[config.mk]
export PLATFORM = sky130hd
export DESIGN_NAME = dequant_l2_normalize_flat
export DESIGN_NICKNAME = d
export VERILOG_FILES = /design/src/rtl/dl2n_pkg.sv /design/src/rtl/dl2n_if.sv /design/src/rtl/dl2n_divider.sv /design/src/rtl/dl2n_sqrt.sv /design/src/rtl/dequant_l2_normalize.sv /design/src/flat_wrapper.sv
export SDC_FILE = /design/constraint.sdc
export NUM_CORES = 2
export LEC_CHECK = 0
export BUFFER_PORTS_ARGS = -buffer_cell sky130_fd_sc_hd__buf_2
export CAP_MARGIN = 20
export CORE_MARGIN = 4
export CORE_UTILIZATION = 35
export DETAILED_ROUTE_END_ITERATION = 10
export GPL_ROUTABILITY_DRIVEN = 1
export PLACE_DENSITY = 0.61
export SYNTH_ARGS = -nofsm -noshare
export SYNTH_HDL_FRONTEND = slang
export SYNTH_SLANG_ARGS = --single-unit
[constraint.sdc]
create_clock -name clk -period 8.4 [get_ports clk]
set_clock_uncertainty 0.1 [all_clocks]
set_input_delay 1.26 -clock clk [delete_from_list [all_inputs] [get_ports clk]]
set_output_delay 1.26 -clock clk [all_outputs]
set_load 0.02 [all_outputs]
[src/rtl/dl2n_pkg.sv]
// shared widths, register indexes and constants of the l2 normalizer
package dl2n_pkg;

	// field widths
	localparam int QV_W       = 8;
	localparam int DIFF_W     = 9;
	localparam int MAG_W      = 8;
	localparam int SQ_W       = 16;
	localparam int UNIT_W     = 16;
	localparam int POS_W      = 6;
	localparam int VLEN_W     = 7;
	localparam int ZP_W       = 8;
	localparam int SCALE_W    = 32;
	localparam int CFG_IDX_W  = 2;
	localparam int CFG_DATA_W = 32;

	// bit-serial datapath widths
	localparam int QUO_W  = 33;
	localparam int ROOT_W = 17;
	localparam int RAD_W  = 34;
	localparam int SC2_W  = 18;

	// register indexes
	localparam logic [CFG_IDX_W-1:0] REG_VECTOR_LEN    = 2'd0;
	localparam logic [CFG_IDX_W-1:0] REG_ZERO_POINT    = 2'd1;
	localparam logic [CFG_IDX_W-1:0] REG_DEQUANT_SCALE = 2'd2;

	// register reset values
	localparam logic [VLEN_W-1:0]  VLEN_RESET  = 7'd64;
	localparam logic [ZP_W-1:0]    ZP_RESET    = 8'd0;
	localparam logic [SCALE_W-1:0] SCALE_RESET = 32'h1000_0000;

	// small norm limits: scale^2 * sum <= 2^56 * 1e-12 in q4.28
	localparam logic [SCALE_W-1:0] SMALL_SCALE_MAX = 32'd268;
	localparam int                 SMALL_PROD_MAX  = 72057;

	localparam logic [UNIT_W-1:0] UNIT_MAX = 16'h7FFF;

endpackage

[src/rtl/dl2n_if.sv]
// valid/ready channel interfaces of the l2 normalizer

interface dl2n_item_if;
	logic                                valid;
	logic                                ready;
	logic signed [dl2n_pkg::QV_W-1:0]   quant_value;
	logic                                is_final;

	modport source(output valid, quant_value, is_final, input ready);
	modport sink(input valid, quant_value, is_final, output ready);
endinterface

interface dl2n_result_if;
	logic                                valid;
	logic                                ready;
	logic signed [dl2n_pkg::UNIT_W-1:0] unit_value;
	logic [dl2n_pkg::POS_W-1:0]         position;
	logic                                end_of_vector;

	modport source(output valid, unit_value, position, end_of_vector, input ready);
	modport sink(input valid, unit_value, position, end_of_vector, output ready);
endinterface

interface dl2n_cfg_if;
	logic                                valid;
	logic                                ready;
	logic [dl2n_pkg::CFG_IDX_W-1:0]     index;
	logic [dl2n_pkg::CFG_DATA_W-1:0]    data;

	modport source(output valid, index, data, input ready);
	modport sink(input valid, index, data, output ready);
endinterface

[src/rtl/dl2n_divider.sv]
// bit-serial restoring divider: floor(sq * 2^32 / divisor), one quotient bit per cycle
module dl2n_divider #(
	parameter int SUM_W = 22
) (
	input  logic                           clk,
	input  logic                           arst_n,
	input  logic                           start,
	input  logic [dl2n_pkg::SQ_W-1:0]      sq,
	input  logic [SUM_W-1:0]               divisor,
	output logic                           done,
	output logic [dl2n_pkg::QUO_W-1:0]     quo
);

	localparam int CNT_W = $clog2(dl2n_pkg::QUO_W + 1);

	logic [CNT_W-1:0]             cnt_q;
	logic                         first_q;
	logic                         done_q;
	logic [SUM_W-1:0]             rem_q;
	logic [dl2n_pkg::QUO_W-1:0]   quo_q;
	logic [SUM_W:0]               r2;
	logic [SUM_W:0]               r2_sub;
	logic                         ge;

	// first step takes the dividend as is (it never exceeds the divisor)
	assign r2     = first_q ? {1'b0, rem_q} : {rem_q, 1'b0};
	assign ge     = r2 >= {1'b0, divisor};
	assign r2_sub = r2 - {1'b0, divisor};

	always_ff @(posedge clk or negedge arst_n) begin
		if (!arst_n) begin
			cnt_q   <= '0;
			first_q <= 1'b0;
			done_q  <= 1'b0;
		end else begin
			done_q <= (cnt_q == CNT_W'(1));
			if (start) begin
				cnt_q   <= CNT_W'(dl2n_pkg::QUO_W);
				first_q <= 1'b1;
			end else if (cnt_q != '0) begin
				cnt_q   <= cnt_q - CNT_W'(1);
				first_q <= 1'b0;
			end
		end
	end

	always_ff @(posedge clk) begin
		if (start) begin
			rem_q <= SUM_W'(sq);
			quo_q <= '0;
		end else if (cnt_q != '0) begin
			rem_q <= ge ? r2_sub[SUM_W-1:0] : r2[SUM_W-1:0];
			quo_q <= {quo_q[dl2n_pkg::QUO_W-2:0], ge};
		end
	end

	assign done = done_q;
	assign quo  = quo_q;

endmodule

[src/rtl/dl2n_sqrt.sv]
// bit-serial integer square root, two radicand bits per cycle
module dl2n_sqrt (
	input  logic                           clk,
	input  logic                           arst_n,
	input  logic                           start,
	input  logic [dl2n_pkg::QUO_W-1:0]     radicand,
	output logic                           done,
	output logic [dl2n_pkg::ROOT_W-1:0]    root
);

	localparam int ROOT_W = dl2n_pkg::ROOT_W;
	localparam int RAD_W  = dl2n_pkg::RAD_W;
	localparam int REM_W  = ROOT_W + 1;
	localparam int CNT_W  = $clog2(ROOT_W + 1);

	logic [CNT_W-1:0]   cnt_q;
	logic               done_q;
	logic [RAD_W-1:0]   rad_q;
	logic [ROOT_W-1:0]  root_q;
	logic [REM_W-1:0]   rem_q;
	logic [REM_W+1:0]   r;
	logic [REM_W+1:0]   trial;
	logic [REM_W+1:0]   r_sub;
	logic               ge;

	assign r     = {rem_q, rad_q[RAD_W-1 -: 2]};
	assign trial = {1'b0, root_q, 2'b01};
	assign ge    = r >= trial;
	assign r_sub = r - trial;

	always_ff @(posedge clk or negedge arst_n) begin
		if (!arst_n) begin
			cnt_q  <= '0;
			done_q <= 1'b0;
		end else begin
			done_q <= (cnt_q == CNT_W'(1));
			if (start) begin
				cnt_q <= CNT_W'(ROOT_W);
			end else if (cnt_q != '0) begin
				cnt_q <= cnt_q - CNT_W'(1);
			end
		end
	end

	always_ff @(posedge clk) begin
		if (start) begin
			rad_q  <= RAD_W'(radicand);
			root_q <= '0;
			rem_q  <= '0;
		end else if (cnt_q != '0) begin
			rad_q  <= {rad_q[RAD_W-3:0], 2'b00};
			// remainder stays at most twice the root, so it fits rem_q
			rem_q  <= ge ? r_sub[REM_W-1:0] : r[REM_W-1:0];
			root_q <= {root_q[ROOT_W-2:0], ge};
		end
	end

	assign done = done_q;
	assign root = root_q;

endmodule

[src/rtl/dequant_l2_normalize.sv]
// top level of the dequantized vector l2 normalizer
// Elements come in one request per cycle: each has the zero point taken off, the first
// vector_len differences are stored and their squares summed, any surplus is dropped.
// A request marked is_final starts emission of vector_len results in signed q1.15,
// rounded to nearest and saturated, the last one marked end_of_vector; slots that were
// never filled and every slot of a vector whose scaled norm is under 1e-6 give zero.
// No new element is taken during emission. A check step follows the final element;
// then each stored element is fetched and set up, goes through the bit-serial divider
// for a^2 * 2^32 / sum and the bit-serial square root, and is handed over, while each
// zero slot is only fetched and handed over. A result waits in an output register, so
// the next element is computed, and after the last one new elements are taken, while
// it is still pending. Both request ports stay not ready until the first clock edge
// after reset is released. The element store needs no clearing after reset; only
// filled slots are ever used.
module dequant_l2_normalize #(
	parameter int MAX_DIM = 64
) (
	input  logic          clk,
	input  logic          arst_n,
	dl2n_cfg_if.sink      cfg,
	dl2n_item_if.sink     item,
	dl2n_result_if.source result
);

	localparam int IW = $clog2(MAX_DIM);
	localparam int CW = $clog2(MAX_DIM + 1);
	localparam int SW = dl2n_pkg::SQ_W + $clog2(MAX_DIM);
	localparam int LW = (CW > dl2n_pkg::VLEN_W) ? CW : dl2n_pkg::VLEN_W;
	localparam int PW = dl2n_pkg::SC2_W + SW;

	typedef enum logic [6:0] {
		ST_LOAD  = 7'b0000001,
		ST_CHECK = 7'b0000010,
		ST_FETCH = 7'b0000100,
		ST_PREP  = 7'b0001000,
		ST_DIV   = 7'b0010000,
		ST_SQRT  = 7'b0100000,
		ST_PUT   = 7'b1000000
	} state_t;

	// magnitude of a stored difference (at most 255)
	function automatic logic [dl2n_pkg::MAG_W-1:0] abs_diff(
		input logic [dl2n_pkg::DIFF_W-1:0] d
	);
		logic [dl2n_pkg::DIFF_W-1:0] neg;
		neg = '0 - d;
		return d[dl2n_pkg::DIFF_W-1] ? neg[dl2n_pkg::MAG_W-1:0] : d[dl2n_pkg::MAG_W-1:0];
	endfunction

	state_t st_q;

	// out of reset, ports may take requests
	logic                         run_q;

	// configuration registers
	logic [dl2n_pkg::VLEN_W-1:0]  vl_q;
	logic [dl2n_pkg::ZP_W-1:0]    zp_q;
	logic [dl2n_pkg::SCALE_W-1:0] scale_q;
	logic [dl2n_pkg::SC2_W-1:0]   sc2_q;
	logic                         scale_small_q;

	// vector state
	logic [CW-1:0]                fill_q;
	logic [SW-1:0]                sum_q;
	logic [CW-1:0]                idx_q;
	logic                         small_q;
	logic                         zero_q;
	logic                         neg_q;
	logic [dl2n_pkg::DIFF_W-1:0]  rd_q;
	logic [dl2n_pkg::DIFF_W-1:0]  store_mem [MAX_DIM];

	// output register
	logic                         res_valid_q;
	logic [dl2n_pkg::UNIT_W-1:0]  unit_q;
	logic [dl2n_pkg::POS_W-1:0]   pos_q;
	logic                         eov_q;

	logic [LW-1:0]                vl_ext;
	logic [LW-1:0]                len_ext;
	logic [CW-1:0]                len;
	logic                         cfg_acc;
	logic                         item_acc;
	logic                         room;
	logic [dl2n_pkg::DIFF_W-1:0]  diff;
	logic [dl2n_pkg::MAG_W-1:0]   mag_in;
	logic [dl2n_pkg::SQ_W-1:0]    sq_in;
	logic [dl2n_pkg::MAG_W-1:0]   mag_rd;
	logic [dl2n_pkg::SQ_W-1:0]    sq_rd;
	logic [PW-1:0]                small_prod;
	logic                         div_start;
	logic                         div_done;
	logic [dl2n_pkg::QUO_W-1:0]   quo;
	logic                         sqrt_done;
	logic [dl2n_pkg::ROOT_W-1:0]  root;
	logic [dl2n_pkg::ROOT_W:0]    root_inc;
	logic [dl2n_pkg::ROOT_W-1:0]  mag_out;
	logic [dl2n_pkg::ROOT_W-1:0]  mag_neg;
	logic [dl2n_pkg::UNIT_W-1:0]  unit_val;
	logic                         put_ok;
	logic                         last;

	// effective length: zero acts as one, anything above MAX_DIM as MAX_DIM
	always_comb begin
		vl_ext = LW'(vl_q);
		if (vl_ext == '0) begin
			len_ext = LW'(1);
		end else if (vl_ext > LW'(MAX_DIM)) begin
			len_ext = LW'(MAX_DIM);
		end else begin
			len_ext = vl_ext;
		end
		len = CW'(len_ext);
	end

	always_ff @(posedge clk or negedge arst_n) begin
		if (!arst_n) begin
			run_q <= 1'b0;
		end else begin
			run_q <= 1'b1;
		end
	end

	// config port, ready once out of reset; writes must come only while idle, the block does not enforce it
	assign cfg.ready = run_q;
	assign cfg_acc   = cfg.valid && cfg.ready;

	always_ff @(posedge clk or negedge arst_n) begin
		if (!arst_n) begin
			vl_q          <= dl2n_pkg::VLEN_RESET;
			zp_q          <= dl2n_pkg::ZP_RESET;
			scale_q       <= dl2n_pkg::SCALE_RESET;
			sc2_q         <= '0;
			scale_small_q <= 1'b0;
		end else begin
			if (cfg_acc) begin
				unique case (cfg.index)
					dl2n_pkg::REG_VECTOR_LEN:    vl_q    <= cfg.data[dl2n_pkg::VLEN_W-1:0];
					dl2n_pkg::REG_ZERO_POINT:    zp_q    <= cfg.data[dl2n_pkg::ZP_W-1:0];
					dl2n_pkg::REG_DEQUANT_SCALE: scale_q <= cfg.data;
					default: ;
				endcase
			end
			// scale square precomputed off the config path
			sc2_q         <= dl2n_pkg::SC2_W'(scale_q[8:0]) * dl2n_pkg::SC2_W'(scale_q[8:0]);
			scale_small_q <= scale_q <= dl2n_pkg::SMALL_SCALE_MAX;
		end
	end

	// load side
	assign item.ready = (st_q == ST_LOAD) && run_q;
	assign item_acc   = item.valid && item.ready;
	assign room       = fill_q < len;
	assign diff       = {item.quant_value[dl2n_pkg::QV_W-1], item.quant_value}
		- {zp_q[dl2n_pkg::ZP_W-1], zp_q};
	assign mag_in     = abs_diff(diff);
	assign sq_in      = dl2n_pkg::SQ_W'(mag_in) * dl2n_pkg::SQ_W'(mag_in);

	// emission side
	assign mag_rd     = abs_diff(rd_q);
	assign sq_rd      = dl2n_pkg::SQ_W'(mag_rd) * dl2n_pkg::SQ_W'(mag_rd);
	assign small_prod = PW'(sc2_q) * PW'(sum_q);
	assign div_start  = (st_q == ST_PREP);
	assign put_ok     = !res_valid_q || result.ready;
	assign last       = idx_q == (len - CW'(1));

	// magnitude = (root + 1) / 2, at most 32768
	assign root_inc = {1'b0, root} + (dl2n_pkg::ROOT_W + 1)'(1);
	assign mag_out  = root_inc[dl2n_pkg::ROOT_W:1];
	assign mag_neg  = '0 - mag_out;

	always_comb begin
		if (zero_q) begin
			unit_val = '0;
		end else if (neg_q) begin
			unit_val = mag_neg[dl2n_pkg::UNIT_W-1:0];
		end else if (mag_out > dl2n_pkg::ROOT_W'(dl2n_pkg::UNIT_MAX)) begin
			unit_val = dl2n_pkg::UNIT_MAX;
		end else begin
			unit_val = mag_out[dl2n_pkg::UNIT_W-1:0];
		end
	end

	dl2n_divider #(
		.SUM_W(SW)
	) u_div (
		.clk     (clk),
		.arst_n  (arst_n),
		.start   (div_start),
		.sq      (sq_rd),
		.divisor (sum_q),
		.done    (div_done),
		.quo     (quo)
	);

	dl2n_sqrt u_sqrt (
		.clk      (clk),
		.arst_n   (arst_n),
		.start    (div_done),
		.radicand (quo),
		.done     (sqrt_done),
		.root     (root)
	);

	// sequencer
	always_ff @(posedge clk or negedge arst_n) begin
		if (!arst_n) begin
			st_q    <= ST_LOAD;
			fill_q  <= '0;
			sum_q   <= '0;
			idx_q   <= '0;
			small_q <= 1'b0;
			zero_q  <= 1'b0;
			neg_q   <= 1'b0;
		end else begin
			unique case (st_q)
				ST_LOAD: begin
					if (item_acc) begin
						if (room) begin
							fill_q <= fill_q + CW'(1);
							sum_q  <= sum_q + SW'(sq_in);
						end
						if (item.is_final) begin
							idx_q <= '0;
							st_q  <= ST_CHECK;
						end
					end
				end
				ST_CHECK: begin
					// scaled norm under 1e-6 zeroes the whole vector
					small_q <= (sum_q == '0)
						|| (scale_small_q && small_prod <= PW'(dl2n_pkg::SMALL_PROD_MAX));
					st_q    <= ST_FETCH;
				end
				ST_FETCH: begin
					zero_q <= small_q || !(idx_q < fill_q);
					st_q   <= (small_q || !(idx_q < fill_q)) ? ST_PUT : ST_PREP;
				end
				ST_PREP: begin
					neg_q <= rd_q[dl2n_pkg::DIFF_W-1];
					st_q  <= ST_DIV;
				end
				ST_DIV: begin
					if (div_done) begin
						st_q <= ST_SQRT;
					end
				end
				ST_SQRT: begin
					if (sqrt_done) begin
						st_q <= ST_PUT;
					end
				end
				ST_PUT: begin
					if (put_ok) begin
						if (last) begin
							fill_q <= '0;
							sum_q  <= '0;
							st_q   <= ST_LOAD;
						end else begin
							idx_q <= idx_q + CW'(1);
							st_q  <= ST_FETCH;
						end
					end
				end
				default: st_q <= ST_LOAD;
			endcase
		end
	end

	// element store, registered read
	always_ff @(posedge clk) begin
		if (item_acc && room) begin
			store_mem[fill_q[IW-1:0]] <= diff;
		end
		if (st_q == ST_FETCH) begin
			rd_q <= store_mem[idx_q[IW-1:0]];
		end
	end

	// output register
	always_ff @(posedge clk or negedge arst_n) begin
		if (!arst_n) begin
			res_valid_q <= 1'b0;
		end else if ((st_q == ST_PUT) && put_ok) begin
			res_valid_q <= 1'b1;
		end else if (result.ready) begin
			res_valid_q <= 1'b0;
		end
	end

	always_ff @(posedge clk) begin
		if ((st_q == ST_PUT) && put_ok) begin
			unit_q <= unit_val;
			pos_q  <= dl2n_pkg::POS_W'(idx_q);
			eov_q  <= last;
		end
	end

	assign result.valid         = res_valid_q;
	assign result.unit_value    = unit_q;
	assign result.position      = pos_q;
	assign result.end_of_vector = eov_q;

endmodule
[src/flat_wrapper.sv]
// flat-port wrapper written by rule: the top's interface ports become plain ports
module dequant_l2_normalize_flat 
#(
	parameter int MAX_DIM = 64
)
  (clk, arst_n, cfg_valid, cfg_index, cfg_data, cfg_ready, item_valid, item_quant_value, item_is_final, item_ready, result_valid, result_unit_value, result_position, result_end_of_vector, result_ready);
  dl2n_cfg_if cfg_i ();
  dl2n_item_if item_i ();
  dl2n_result_if result_i ();
  input  logic clk;
  input  logic arst_n;
  input wire logic [$bits(cfg_i.valid)-1:0] cfg_valid;
  input wire logic [$bits(cfg_i.index)-1:0] cfg_index;
  input wire logic [$bits(cfg_i.data)-1:0] cfg_data;
  output wire logic [$bits(cfg_i.ready)-1:0] cfg_ready;
  input wire logic [$bits(item_i.valid)-1:0] item_valid;
  input wire logic [$bits(item_i.quant_value)-1:0] item_quant_value;
  input wire logic [$bits(item_i.is_final)-1:0] item_is_final;
  output wire logic [$bits(item_i.ready)-1:0] item_ready;
  output wire logic [$bits(result_i.valid)-1:0] result_valid;
  output wire logic [$bits(result_i.unit_value)-1:0] result_unit_value;
  output wire logic [$bits(result_i.position)-1:0] result_position;
  output wire logic [$bits(result_i.end_of_vector)-1:0] result_end_of_vector;
  input wire logic [$bits(result_i.ready)-1:0] result_ready;
  assign cfg_i.valid = cfg_valid;
  assign cfg_i.index = cfg_index;
  assign cfg_i.data = cfg_data;
  assign cfg_ready = cfg_i.ready;
  assign item_i.valid = item_valid;
  assign item_i.quant_value = item_quant_value;
  assign item_i.is_final = item_is_final;
  assign item_ready = item_i.ready;
  assign result_valid = result_i.valid;
  assign result_unit_value = result_i.unit_value;
  assign result_position = result_i.position;
  assign result_end_of_vector = result_i.end_of_vector;
  assign result_i.ready = result_ready;
  dequant_l2_normalize #(.MAX_DIM(MAX_DIM)) u_core (.clk(clk), .arst_n(arst_n), .cfg(cfg_i), .item(item_i), .result(result_i));
endmodule
# --- Yosys cells after proc, flatten, opt, wreduce, memory -nomap -nowiden ---
# Memory sizes are Yosys's and may differ from the RTL's. A register that Yosys moved wholly into a read port is not among the register bits.
# Cells that the tools add are included.
totals:
  regBits: 275
  mem_bits_rw: 576
  inputBits: 48
  out_inout_bits: 26
  memories: 1
mem_list:
  columns: ["memory", "depth", "width", "read_ports", "rd_ports_with_merged_regs", "wr", "line_no", "text"]
  rows:
  - ["u_core.store_mem", 64, 9, 1, 1, 1, "dequant_l2_normalize.sv:70", "logic [dl2n_pkg::DIFF_W-1:0] store_mem [MAX_DIM];"]
op_classes:
  add_sub_neg: 13
  n_mul: 4
  n_lt_le_gt_ge: 8
  eq_ne: 20
  n_mux: 46
  reduce_logical: 26
op_table:
  columns: ["cell", "count"]
  rows:
  - ["$mux 7", 16]
  - ["$mux 22", 5]
  - ["$mux 33", 2]
  - ["$mux 16", 4]
  - ["$pmux 7 s7", 1]
  - ["$pmux 22 s2", 1]
  - ["$le 40x17->1 const B", 1]
  - ["$mul 18x22->40", 1]
  - ["$le 32x9->1 const B", 1]
  - ["$mul 8x8->16", 2]
  - ["$pmux 7 s2", 2]
  - ["$ge 23x22->1", 1]
  - ["$mux 23", 1]
  - ["$add 22x16->22", 1]
  - ["$logic_not 22->1", 1]
  - ["$sub 22x22->22", 1]
  - ["$ge 20x19->1", 1]
  - ["$add 17x1->18 const B", 1]
  - ["$mul 9x9->18", 1]
  - ["$mux 18", 1]
  - ["$sub 18x18->18", 1]
  - ["$gt 17x15->1 const B", 1]
  - ["$mux 8", 2]
  - ["$sub 1x16->16 const A", 1]
  - ["other kinds (36)", 67]

# --- Longest topological paths before layout ---
logic_depth:
  word_depth: 8
  depth_mapped: 32
  ltp_nobuf: 32

# --- Hierarchy ---
# A second synthesis with hierarchy kept.
unflattened:
  cells_unflattened: 4629
  hier_area_um2: 56083.8
by_module_without_submodules:
  columns: ["mod", "n_inst", "cells_per_inst", "area_each_um2", "seq_area_each_um2"]
  rows:
  - ["dequant_l2_normalize", 1, 3669, 47538.1, 21089.0]
  - ["dl2n_sqrt", 1, 462, 4357.9, 1861.8]
  - ["dl2n_divider", 1, 498, 4187.8, 1461.4]

# --- Worst setup path after synthesis ---
# Ideal clock, no wire load.
synth_path:
  path_type: "input port to flip-flop"
  startpoint: "input item_quant_value[0]"
  endpoint: "register u_core.sum_q[19]"
  setup_time_ps: 147
  t_arrival_ps: 9370
  required_time_ps: 8153
  setup_slack_ps: -1217
  stages: 27
  path_buffers: 0
  path_cell_list: "inv_1 -> ha_1 -> inv_1 -> fa_1 -> a21o_1 -> a21oi_1 -> xnor2_1 -> xnor2_1 -> or2_2 -> fa_1 -> inv_1 -> fa_1 -> ha_1 -> inv_1 -> fa_1 -> inv_1 -> fa_1 -> a21oi_1 -> o21bai_1 -> a2111oi_0 -> o31ai_1 -> o41ai_1 -> o21ai_0 -> nor2_1 -> nor3_1 -> xnor2_1 -> nor2_1"
synth_between:
  elab_chain_len: 8
synth_lines:
  columns: ["item", "line_no", "text"]
  rows:
  - ["from (decl)", "flat_wrapper.sv:17", "input wire logic [$bits(item_i.quant_value)-1:0] item_quant_value;"]
  - ["$sub 8x8->9 *", "dequant_l2_normalize.sv:154", "- {zp_q[dl2n_pkg::ZP_W-1], zp_q};"]
  - ["via u_core.diff (one bit)", "dequant_l2_normalize.sv:84", "logic [dl2n_pkg::DIFF_W-1:0] diff;"]
  - ["$sub 1x8->8", "dequant_l2_normalize.sv:46", "neg = '0 - d;"]
  - ["$mux 8 *", "dequant_l2_normalize.sv:47", "return d[dl2n_pkg::DIFF_W-1] ? neg[dl2n_pkg::MAG_W-1:0] : d[dl2n_pkg::MAG_W-1:0];"]
  - ["$mul 8x8->16 *", "dequant_l2_normalize.sv:156", "assign sq_in = dl2n_pkg::SQ_W'(mag_in) * dl2n_pkg::SQ_W'(mag_in);"]
  - ["$add 22x16->22 *", "dequant_l2_normalize.sv:220", "sum_q <= sum_q + SW'(sq_in);"]
  - ["$mux 22 *", "dequant_l2_normalize.sv:218", "if (room) begin"]
  - ["$mux 22 *", "dequant_l2_normalize.sv:217", "if (item_acc) begin"]
  - ["$pmux 22 s2 *", "dequant_l2_normalize.sv:215", "unique case (st_q)"]
  - ["to (signal assigned)", "dequant_l2_normalize.sv:220", null]
  - ["to (decl)", "dequant_l2_normalize.sv:64", "logic [SW-1:0] sum_q;"]
# The timed path passes the listed nets; every way through them passes the cells marked *. The select of a mux whose other input is x is not followed.
# A chain may end at the register's enable or synchronous reset.

# --- Final worst setup path ---
layout_path:
  startpoint: "register u_core.sum_q[6]"
  endpoint: "register u_core.small_q"
layout_between:
  elab_chain_len: 4
layout_lines:
  columns: ["item", "line_no", "text"]
  rows:
  - ["$mul 18x22->40", "dequant_l2_normalize.sv:161", "assign small_prod = PW'(sc2_q) * PW'(sum_q);"]
  - ["$le 40x17->1", "dequant_l2_normalize.sv:231", "|| (scale_small_q && small_prod <= PW'(dl2n_pkg::SMALL_PROD_MAX));"]
  - ["$logic_and 1x1->1", "dequant_l2_normalize.sv:231", null]
  - ["$logic_or 1x1->1 *", "dequant_l2_normalize.sv:231", null]
  - ["to (signal assigned)", "dequant_l2_normalize.sv:230", "small_q <= (sum_q == '0)"]
  - ["to (decl)", "dequant_l2_normalize.sv:66", "logic small_q;"]
# Every way passes the cells marked *; elsewhere a longest branch is shown, timed or not.

==> reports/qor.txt <==
First-pass GRT wire length -> 210 mm
Fin crit share -> 0.912
CTS tree -> done
Vias -> 34700
Max Slew Vio Count -> 0
Most common cell in the netlist -> edfxtp_1
Ant diodes -> 0
Chip width -> 407 um
Synth Instances -> 4590
Clock sink count -> 859
Number of flops mapped to enable cells by yosys -> 657
Clk buf depth -> 3
Fillers -> 15000
Root buf cell -> clkbuf_16
Die H -> 407 um
Total Wirelength -> 133 mm
Fin cells -> 6764
Number of global-route vias before repair -> 36000
CP cell instances -> and2_1 > fa_1 > inv_1 > fa_1 > inv_1 > fa_1 > inv_1 > fa_1 > inv_1 > fa_1 > inv_1 > fa_1 > inv_1 > ha_1 > and3_1 > a221o_1 > a2bb2oi_1 > a31oi_1 > o211ai_1 > a21oi_1 > or3_1 > a211oi_1 > nand4b_1 > nand2_1
Area Overhead vs Synth -> 10.9%
Share of the synthesized area in the top cell type -> 0.355
Status -> finished, final reports clean
Async SR Flop Fraction -> 0.148
I/O pin total -> 74
CTS Buf Count -> 89
Critical path class -> flip-flop to flip-flop
RSZ-0062 raised after global routing -> no
Worst hold path type -> flip-flop to flip-flop
Min Tclk post-route -> 7.66 ns
GRT overflow -> 0
Post-DP HPWL -> 93.7 mm
Slowest-stage cell, CP -> dfrtp_1
GPL Wtd Cong -> 0.843
Final Core Density -> 0.390
Starting Density -> 0.352
Number of max-cap violations -> 0
Slew margin rel. -> 0.281
CTS H-tree lvls -> 3
Yosys top cell by area -> edfxtp_1
Critical Path Max Stage Delay -> 0.67 ns
Synth Cell Area -> 55600 sq um
Slew @ Worst Pin -> 1.08 ns
Top cells by area, synth -> edfxtp_1, fa_1, mux4_2, ha_1, dfrtp_1
Seq cells post-synth -> 859
Vias/cell -> 5.13
Detailed-route wire length per cell -> 19.6 um
1st-pass router iterations -> 5
Synth top cells by count -> edfxtp_1, inv_1, nand2_1
Gr usage total -> 0.162
DRT antenna net count -> 0
Num rows -> 146
Post-synthesis sequential area ratio -> 0.439
Synth cell types -> 85
Post-CTS Resized -> 0
Mean Syn Cell Area -> 12.1 sq um
Largest net degree at the start of global routing -> 82
Critical Path Fanout Max -> 18
Synth Warn # -> 0
Max Clock Freq -> 130 MHz
Startpoint types -> flip-flop
Full die area -> 165000 sq um
WHS -> 0.352 ns
Post-CTS setup buffer count -> 0
Hold_buf cts -> 0
Ratio of cells with drive above 1 in the final layout -> 0.137
Register area -> 24400 sq um
Endpoint arrival time on the critical path -> 8.16 ns
Dpl cells -> 6601
Clock transition at path regs -> 0.07 ns
Most used DFF post-synth -> edfxtp_1
Initial antenna violation count -> 3
Required @ worst endpoint -> 8.90 ns
First DRT Iteration DRCs -> 2587
DRC Markers -> 0
Final nets -> 5376
CORE AREA -> 158000 sq um
Buffers added on ports -> 73
Crit end category -> flip-flop
Multi-input logic area -> 28400 sq um
Clock latency on the worst-skew pair -> 0.68 ns
WP buf/inv -> 6
Final number of setup-violating endpoints -> 0
Top Family by Delay on Critical Path -> adder cells
Hold Vio Cnt, Final -> 0
Setup TNS -> 0 ns
-- registers in the layout, indices dropped and copies added (netlist names), 18 cells and up --
signal and count:
u_core.u_div.rem_q 22, u_core.u_sqrt.rad_q 34, u_core.sum_q 22, u_core.u_sqrt.rem_q 18, u_core.store_mem 576, u_core.u_div.quo 33
u_core.scale_q 32
-- worst reg2reg max path, stage by stage (launching register included) --
cell	delay [ns]
dfrtp_1	0.67
and2_1	0.30
fa_1	0.50
inv_1	0.05
fa_1	0.53
inv_1	0.05
fa_1	0.49
inv_1	0.05
fa_1	0.47
inv_1	0.05
fa_1	0.53
inv_1	0.06
fa_1	0.54
inv_1	0.05
ha_1	0.39
and3_1	0.21
a221o_1	0.35
a2bb2oi_1	0.38
a31oi_1	0.27
o211ai_1	0.36
a21oi_1	0.13
or3_1	0.37
a211oi_1	0.28
nand4b_1	0.26
nand2_1	0.14
-- placed cells by master (no fill, tap or decap), drive strengths merged, types with 13 or more instances in the layout --
cell | Yosys | routed
inv | 564 | 571
o21bai | 17 | 17
mux2i | 43 | 43
mux2 | 101 | 101
a211oi | 35 | 35
buf | 35 | 158
o21ai | 83 | 83
ha | 309 | 309
clkbuf | 186 | 104
nand2 | 440 | 440
a31oi | 14 | 14
and3 | 17 | 17
nand2b | 22 | 22
dfrtp | 124 | 124
clkinv | 1 | 33
edfxtp | 657 | 657
xor2 | 47 | 47
o31ai | 22 | 22
fa | 399 | 399
nor4 | 28 | 28
a21o | 48 | 48
or3 | 18 | 18
dfxtp | 75 | 75
bufinv | 0 | 13
a211o | 14 | 14
and2 | 222 | 222
mux4 | 189 | 189
nor2b | 25 | 25
nand4 | 21 | 21
nor2 | 296 | 296
xnor2 | 117 | 117
nand3 | 58 | 58
nor3 | 49 | 49
a21oi | 166 | 166
-- final timing paths --
check	depth (start not counted)	startpoint	slack, ns	endpoint
setup / recovery	24	u_core.sum_q[6]	0.74	u_core.small_q
hold / removal	2	u_core.u_div.quo[10]	0.35	u_core.u_div.quo[11]
setup reg to reg	24	u_core.sum_q[6]	0.74	u_core.small_q
hold reg to reg	2	u_core.u_div.quo[10]	0.35	u_core.u_div.quo[11]
max in group asynchronous	2	arst_n	6.30	u_core.idx_q[0]
min in group asynchronous	1	arst_n	0.47	u_core.scale_q[27]
-- layer usage --
metal  share of wire  track usage  vias to the layer above  wire [um]
li1                -            -                    15900          -
met1            0.45        0.226                    17700      59700
met2            0.47        0.265                      901      62500
met3           0.053       0.0245                      196       7050
met4           0.027       0.0459                        2       3600
met5        0.000083            0                        -         11
-- metrics by stage --
| step | cell area (sq um) | worst slack (ns) |
|---|---|---|
| after floorplan | 55700 | 0.0000604 |
| after global placement | 58600 | 0.293 |
| after detailed placement | 58600 | 0.186 |
| after CTS | 61700 | 0.765 |
| after global routing | 61700 | 0.243 |
| final | 61700 | 0.736 |
-- kinds of logic after synthesis --
kind of cell	after synthesis	share of synthesized area
adder cells (fa/ha/maj)	708	0.213
flip-flops	859	0.439
buffers and inverters	786	0.0536
other	2	0.000135
AO/OA/AOI/OAI	497	0.0580
multiplexers	333	0.105
XOR/XNOR	164	0.0258
AND/OR/NAND/NOR	1241	0.106
-- cell type report --
class	instances	share of cell area
Clock buffer	104	0.0382
Clock inverter	59	0.0120
Inverter	565	0.0344
Multi-Input combinational cell	2947	0.460
Sequential cell	859	0.396
Tap cell	2072	0.0420
Timing Repair Buffer	158	0.0170
Power is not shown: default switching activity piles up to over one toggle a cycle in this logic, so the estimate is an artifact.
